### src/rtl/assert_macros.svh
// Concurrent assertion macros shared by the RTL; empty when synthesizing.
`ifndef ASSERT_MACROS_SVH
`define ASSERT_MACROS_SVH

`ifndef SYNTHESIS

// Checked property, ignored while reset is active.
`define MCFW_ASSERT(lbl, clk, rst_n, prop, msg) \
    lbl: assert property (@(posedge clk) disable iff (!rst_n) prop) else $error(msg);

// Checked property that also covers the reset cycles.
`define MCFW_ASSERT_RST(lbl, clk, prop, msg) \
    lbl: assert property (@(posedge clk) prop) else $error(msg);

`else

`define MCFW_ASSERT(lbl, clk, rst_n, prop, msg)

`define MCFW_ASSERT_RST(lbl, clk, prop, msg)

`endif

`endif

### src/rtl/mcfw_pkg.sv
// Types, constants and helpers for the cubic filter weight unit.
package mcfw_pkg;

    localparam int FRAC_BITS_DEF = 12;

    localparam int OFFSET_W  = 16;
    localparam int WEIGHT_W  = 16;
    localparam int PARAM_W   = 16;
    localparam int CFG_IDX_W = 4;
    localparam int T_W       = 16;   // |offset|, up to 32768
    localparam int COEF_W    = 24;   // Q14 coefficients
    localparam int ACC_W     = 44;   // Q28 Horner accumulator
    localparam int ACC_LO_W  = 22;   // low part for the split multiply
    localparam int Q14_SHIFT = 14;

    typedef logic signed [OFFSET_W-1:0]  t_offset;
    typedef logic signed [WEIGHT_W-1:0]  t_weight;
    typedef logic        [PARAM_W-1:0]   t_param;
    typedef logic        [CFG_IDX_W-1:0] t_cfg_idx;
    typedef logic        [T_W-1:0]       t_mag;
    typedef logic signed [COEF_W-1:0]    t_coef;
    typedef logic signed [ACC_W-1:0]     t_acc;

    localparam t_cfg_idx REG_B_PARAM = t_cfg_idx'(0);
    localparam t_cfg_idx REG_C_PARAM = t_cfg_idx'(1);
    localparam t_param   PARAM_RESET = 16'd5461;

    // Stage enables of one two-stage Horner step.
    typedef struct packed {
        logic en_a;
        logic en_b;
    } t_hstep_en;

    // Q14 coefficient to Q28 accumulator.
    function automatic t_acc widen(input t_coef c);
        widen = {{(ACC_W-COEF_W-Q14_SHIFT){c[COEF_W-1]}}, c, {Q14_SHIFT{1'b0}}};
    endfunction

endpackage

### src/rtl/mcfw_horner.sv
// One Horner step acc*t/2^FRAC_BITS + addend, split multiply over two stages.
module mcfw_horner #(
    parameter int FRAC_BITS = mcfw_pkg::FRAC_BITS_DEF
) (
    input  logic                  i_clk,
    input  mcfw_pkg::t_hstep_en   i_en,
    input  mcfw_pkg::t_acc        i_acc,
    input  mcfw_pkg::t_mag        i_t,
    input  mcfw_pkg::t_acc        i_addend,
    output mcfw_pkg::t_acc        o_acc
);
    import mcfw_pkg::*;

    localparam int HI_W   = ACC_W - ACC_LO_W;
    localparam int HI_P_W = HI_W + T_W + 1;
    localparam int LO_P_W = ACC_LO_W + T_W;
    localparam int PROD_W = HI_P_W + ACC_LO_W;
    localparam logic signed [PROD_W-1:0] HALF =
        {{(PROD_W-1){1'b0}}, 1'b1} << (FRAC_BITS - 1);

    logic signed [HI_P_W-1:0] r_hi_p, n_hi_p;
    logic        [LO_P_W-1:0] r_lo_p, n_lo_p;
    t_acc                     r_addend;
    t_acc                     r_acc, n_acc;
    logic signed [PROD_W-1:0] prod;
    logic signed [PROD_W-1:0] rnd;

    // stage a: partial products of the high (signed) and low (unsigned) halves
    always_comb begin
        n_hi_p = $signed(i_acc[ACC_W-1:ACC_LO_W]) * $signed({1'b0, i_t});
        n_lo_p = i_acc[ACC_LO_W-1:0] * i_t;
    end

    // stage b: recombine, round half up, rescale, add
    always_comb begin
        prod  = {r_hi_p, {ACC_LO_W{1'b0}}} + {{(PROD_W-LO_P_W){1'b0}}, r_lo_p};
        rnd   = (prod + HALF) >>> FRAC_BITS;
        n_acc = rnd[ACC_W-1:0] + r_addend;
    end

    always_ff @(posedge i_clk) begin
        if (i_en.en_a) begin
            r_hi_p   <= n_hi_p;
            r_lo_p   <= n_lo_p;
            r_addend <= i_addend;
        end
        if (i_en.en_b) begin
            r_acc <= n_acc;
        end
    end

    assign o_acc = r_acc;

endmodule

### config.mk
export PLATFORM = sky130hd
export DESIGN_NAME = mcfw_horner
export DESIGN_NICKNAME = d
export VERILOG_FILES = /design/src/rtl/assert_macros.svh /design/src/rtl/mcfw_pkg.sv /design/src/rtl/mcfw_horner.sv
export SDC_FILE = /design/constraint.sdc
export NUM_CORES = 2
export LEC_CHECK = 0
export ABC_CLOCK_PERIOD_IN_PS = 6900
export BUFFER_PORTS_ARGS = -buffer_cell sky130_fd_sc_hd__buf_2
export CAP_MARGIN = 20
export CORE_ASPECT_RATIO = 1.75
export CORE_MARGIN = 2
export CORE_UTILIZATION = 30
export CTS_CLUSTER_SIZE = 20
export DETAILED_ROUTE_END_ITERATION = 6
export HOLD_SLACK_MARGIN = 0.15
export PLACE_DENSITY = 0.51
export SETUP_SLACK_MARGIN = 0.1
export SLEW_MARGIN = 15
export SYNTH_ARGS = -nofsm -noshare
export SYNTH_HDL_FRONTEND = slang
export SYNTH_SLANG_ARGS = --single-unit
### constraint.sdc
create_clock -name i_clk -period 6.9 [get_ports i_clk]
set_input_delay 1.035 -clock i_clk [delete_from_list [all_inputs] [get_ports i_clk]]
set_output_delay 1.035 -clock i_clk [all_outputs]
set_load 0.02 [all_outputs]
==> results.py <==
metrics = {
    "run_status": {
        "result_of_the_run": "finished, final reports clean",
    },
    "worst_hold_path": {
        "worstHoldPathCells": 1,
        "hold_class": "register to register",
        "worst_hold_path.endpoint": "o_acc[0]$_DFFE_PP_",
        "hp-start": "r_addend[0]$_DFFE_PP_",
    },
    "critical_path": {
        "critical_path.startpoint_type": "primary input",
        "start_to_end_type_of_the_worst_setup_path": "primary input to register",
        "critPathCaptureType": "register",
        "reg2reg_to": "o_acc[41]$_DFFE_PP_",
        "max_stage_delay_ns": 0.51,
        "cp_delay_by_family_top": "adder cells",
        "crit_fanout": 6,
        "reg2reg_slack_ns": 1.45,
        "critPathSlowestCell": "sky130_fd_sc_hd__fa_1",
        "crit_path_cell_trace": "clkbuf_4 > buf_4 > nand2_1 > fa_1 > inv_1 > fa_1 > inv_1 > fa_1 > fa_1 > inv_1 > fa_1 > fa_1 > ha_1 > a2111o_1 > a311oi_4 > nor4_1 > buf_4 > a211oi_4 > o21ai_1 > a31o_2 > a21oi_2 > xnor2_1",
        "cp_data_arrival_time_ns": 6.79,
        "regToRegStartpoint": "r_lo_p[11]$_DFFE_PP_",
        "worst_r2r_path_depth": 19,
        "worst-path-buf-inv": 6,
        "critical-path-top-cell-by-count": "sky130_fd_sc_hd__fa_1",
        "crit_required_ns": 7.12,
    },
    "logic_synthesis": {
        "syn_inst": 3243,
        "synth.ff_latch_count": 149,
        "synth.cell_area_sq_mm": 0.0304,
        "syn-num-nets": 4192,
        "synth_flop_cell": "sky130_fd_sc_hd__edfxtp_1",
        "post_synthesis_area_per_instance_sq_um": 9.39,
        "post_synth_edffs": 149,
        "ys_warn_count": 0,
        "seq_area_frac_synth": 0.147,
        "count_of_cell_types_in_the_netlist": 71,
        "synthArstFlopShare": 0,
    },
    "clock_network": {
        "cts-root-buf": "sky130_fd_sc_hd__clkbuf_16",
        "clkSlewWorstSetupHoldPaths_ns": 0.07,
        "clock_tree.buffer_depth": 2,
        "cts_tree": "yes",
        "clock_latency_ns": 0.47,
        "max_h_tree_level": 4,
        "cts-buffers-inserted": 17,
        "cts.sinks": 149,
    },
    "sta": {
        "timing.final.max_slew_violations": 0,
        "finalSetupTns_ns": 0,
        "timing.max_slew.rel_slack": 0.254,
        "finalSetupViolCount": 0,
        "tmin_final_ns": 6.57,
        "timing.final.hold_violations": 0,
        "pin_slew_with_the_least_headroom_to_its_limit_ns": 1.10,
        "grt_setup_unrepaired": "true",
        "maxClockFrequency_mhz": 152,
        "fin_worst_skew_ns": 0.0124,
        "final_min_period_over_clock_period": 0.952,
    },
    "floorplan": {
        "floorplan.die.height_um": 425,
        "die_x_um": 245,
        "ios": 151,
        "fp.dieArea_sq_mm": 0.104,
        "floorplan.rows": 154,
        "initial_core_util": 0.303,
        "core_area_sq_mm": 0.101,
    },
    "placement": {
        "dp_hpwl_um": 75000,
        "gpl.final_weighted_congestion": 0.896,
        "port-buffer-count": 150,
    },
    "drt": {
        "drt-pass1-iter-count": 5,
        "detail_route.iter0.violations": 871,
        "vias": 22300,
        "remaining_drc_errors": 0,
        "total_routed_wirelength_um": 87300,
        "drt-wirelength-per-cell_um": 17.9,
        "antenna_violating_nets_post_route": 0,
        "drt-vias-per-instance": 4.57,
    },
    "global_route": {
        "grt_start_max_net_pins": 63,
        "gr-total-overflow": 0,
        "grt_first_pass_wirelength_um": 138000,
        "groute.usage.overall": 0.174,
        "vias_in_the_first_global_route": 24900,
        "number_of_antenna_violations_at_the_first_check_in_global_routing": 4,
    },
    "flow_run": {
        "cap_viol_max_count": 0,
    },
    "final_layout": {
        "finish.net_count": 4481,
        "fraction_of_final_layout_cells_with_drive_strength_greater_than_1": 0.131,
        "flow.area_growth_from_synthesis_pct": 15.8,
    },
}
[flip-flops by register name (all words and copies together), names as in the netlist]
name and count:
o_acc 44, r_lo_p 27, r_addend 44, r_hi_p 34
[what timing repair did]
| item | in CTS | in global routing |
|---|---|---|
| gates resized for setup | 1 | 33 |
| pin swaps | 0 | 4 |
| endpoints found under the setup margin | 1 | 20 |
| hold buffers | 0 | 0 |
| cloned | 0 | 1 |
| setup buffers | 0 | 1 |
[synth_stat cells, types with 3 or more instances]
library cell                 n  area, sq um
sky130_fd_sc_hd__a211o_1     6         52.6
sky130_fd_sc_hd__a211oi_1   11         82.6
sky130_fd_sc_hd__a21o_1     47          353
sky130_fd_sc_hd__a21oi_1   100          500
sky130_fd_sc_hd__a221o_1     3         30.0
sky130_fd_sc_hd__a31o_2      6         52.6
sky130_fd_sc_hd__a31oi_1    11         68.8
sky130_fd_sc_hd__and2_1    258         1610
sky130_fd_sc_hd__and3_1     16          100
sky130_fd_sc_hd__and4_1      4         35.0
sky130_fd_sc_hd__clkbuf_1  132          495
sky130_fd_sc_hd__edfxtp_1  149         4470
sky130_fd_sc_hd__fa_1      589        11800
sky130_fd_sc_hd__ha_1      253         3170
sky130_fd_sc_hd__inv_1     720         2700
sky130_fd_sc_hd__nand2_1   497         1870
sky130_fd_sc_hd__nand2b_1   16          100
sky130_fd_sc_hd__nand3_1    19         95.1
sky130_fd_sc_hd__nand3b_1    3         22.5
sky130_fd_sc_hd__nand4_1    15         93.8
sky130_fd_sc_hd__nor2_1     71          267
sky130_fd_sc_hd__nor2b_1     9         56.3
sky130_fd_sc_hd__nor3_1     18         90.1
sky130_fd_sc_hd__nor4_1      4         25.0
sky130_fd_sc_hd__nor4b_1     3         26.3
sky130_fd_sc_hd__o211ai_1    7         52.6
sky130_fd_sc_hd__o21a_1      9         67.6
sky130_fd_sc_hd__o21ai_0    35          175
sky130_fd_sc_hd__o21ai_1    13         65.1
sky130_fd_sc_hd__o21bai_1   13         97.6
sky130_fd_sc_hd__o31a_1      3         26.3
sky130_fd_sc_hd__o31ai_1     3         22.5
sky130_fd_sc_hd__or2_2       3         18.8
sky130_fd_sc_hd__or3_1       5         31.3
sky130_fd_sc_hd__xnor2_1   110          963
sky130_fd_sc_hd__xor2_1     39          342
[kinds of logic (layout without fill, tap and decap cells)]
group                      count (synthesis)  in the layout  synth area share
AOI/OAI and AO/OA                        300            300            0.0652
xor gates and xnor gates                 149            149            0.0429
adders and majority gates                842            842             0.491
buffers and inverters                    853           1155             0.105
DFF                                      149            149             0.147
muxes                                      1              1          0.000329
other                                      0              1                 0
and+or+nand+nor                          949            949             0.148
[area by class of cell]
type | instances | area [sq um]
well taps | 1326 | 1660
flip-flops and latches | 149 | 4470
diodes | 1 | 2.50
clock inverters | 14 | 141
inverters | 720 | 2700
fillers | 10500 | 65300
clock buffers | 18 | 429
repair buffers | 403 | 2980
multi-input cells | 2241 | 22900
[how the worst max path moves through the flow]
| stage | startpoint | endpoint | slack, ns | cells past startpoint |
|---|---|---|---|---|
| finish | i_t[9] | r_hi_p[33]$_DFFE_PP_ | 0.33 | 22 |
| global placement | i_t[3] | r_lo_p[37]$_DFFE_PP_ | -0.27 | 21 |
| CTS | i_t[4] | r_hi_p[33]$_DFFE_PP_ | 0.11 | 23 |
| floorplan | i_t[2] | r_hi_p[26]$_DFFE_PP_ | 0.09 | 22 |
| detailed placement | i_t[5] | r_hi_p[33]$_DFFE_PP_ | -0.42 | 23 |
| global route | i_t[2] | r_hi_p[33]$_DFFE_PP_ | 0.06 | 23 |
[through the flow]
stage	cell area (sq um)	cells	utilization	hold WS [ns]	worst slack, ns
after floorplan	30600	3243	-	0.526	0.0903
after global routing	35200	4872	0.350	0.602	0.0565
final	35200	4872	0.350	0.597	0.331
after detailed placement	34500	4837	0.343	0.572	-0.419
after global placement	34500	4837	0.343	0.586	-0.272
after CTS	35100	4869	0.349	0.599	0.107
[routing by layer]
metal	GRT usage	up-vias	part of all wire
met2	0.338	345	0.55
met1	0.197	11300	0.40
met3	0.0147	121	0.024
li1	-	10500	-
met4	0.0600	6	0.031
met5	0	-	0.00046
[layout by cell type, fill, tap and decap left out, types with 4 or more instances in the layout]
cell                        netlist  routed
sky130_fd_sc_hd__nand2b_1        16      16
sky130_fd_sc_hd__nor3_1          18      18
sky130_fd_sc_hd__a211oi_1        11      10
sky130_fd_sc_hd__xnor2_1        110     110
sky130_fd_sc_hd__and2_1         258     258
sky130_fd_sc_hd__nand3_1         19      19
sky130_fd_sc_hd__a21oi_1        100      97
sky130_fd_sc_hd__nor4_1           4       4
sky130_fd_sc_hd__buf_2            1     139
sky130_fd_sc_hd__a21o_1          47      47
sky130_fd_sc_hd__fa_1           589     589
sky130_fd_sc_hd__a31o_2           6       6
sky130_fd_sc_hd__a31oi_1         11      10
sky130_fd_sc_hd__clkbuf_4         0       6
sky130_fd_sc_hd__inv_1          720     720
sky130_fd_sc_hd__a21oi_2          2       5
sky130_fd_sc_hd__nor2b_1          9       9
sky130_fd_sc_hd__o21bai_1        13      13
sky130_fd_sc_hd__clkbuf_16        0      18
sky130_fd_sc_hd__and3_1          16      16
sky130_fd_sc_hd__nand2_1        497     497
sky130_fd_sc_hd__o21ai_0         35      33
sky130_fd_sc_hd__a211o_1          6       6
sky130_fd_sc_hd__o21a_1           9       9
sky130_fd_sc_hd__and4_1           4       4
sky130_fd_sc_hd__edfxtp_1       149     149
sky130_fd_sc_hd__o21ai_1         13      15
sky130_fd_sc_hd__ha_1           253     252
sky130_fd_sc_hd__or3_1            5       5
sky130_fd_sc_hd__nor2_1          71      70
sky130_fd_sc_hd__o211ai_1         7       7
sky130_fd_sc_hd__nand4_1         15      15
sky130_fd_sc_hd__inv_6            0       5
sky130_fd_sc_hd__buf_4            0     230
sky130_fd_sc_hd__xor2_1          39      39
sky130_fd_sc_hd__buf_6            0       6
sky130_fd_sc_hd__buf_12           0      21
Power is left out: the tool's default activity adds up to more than one toggle a clock period on the data nets, which glitch-free logic cannot reach.
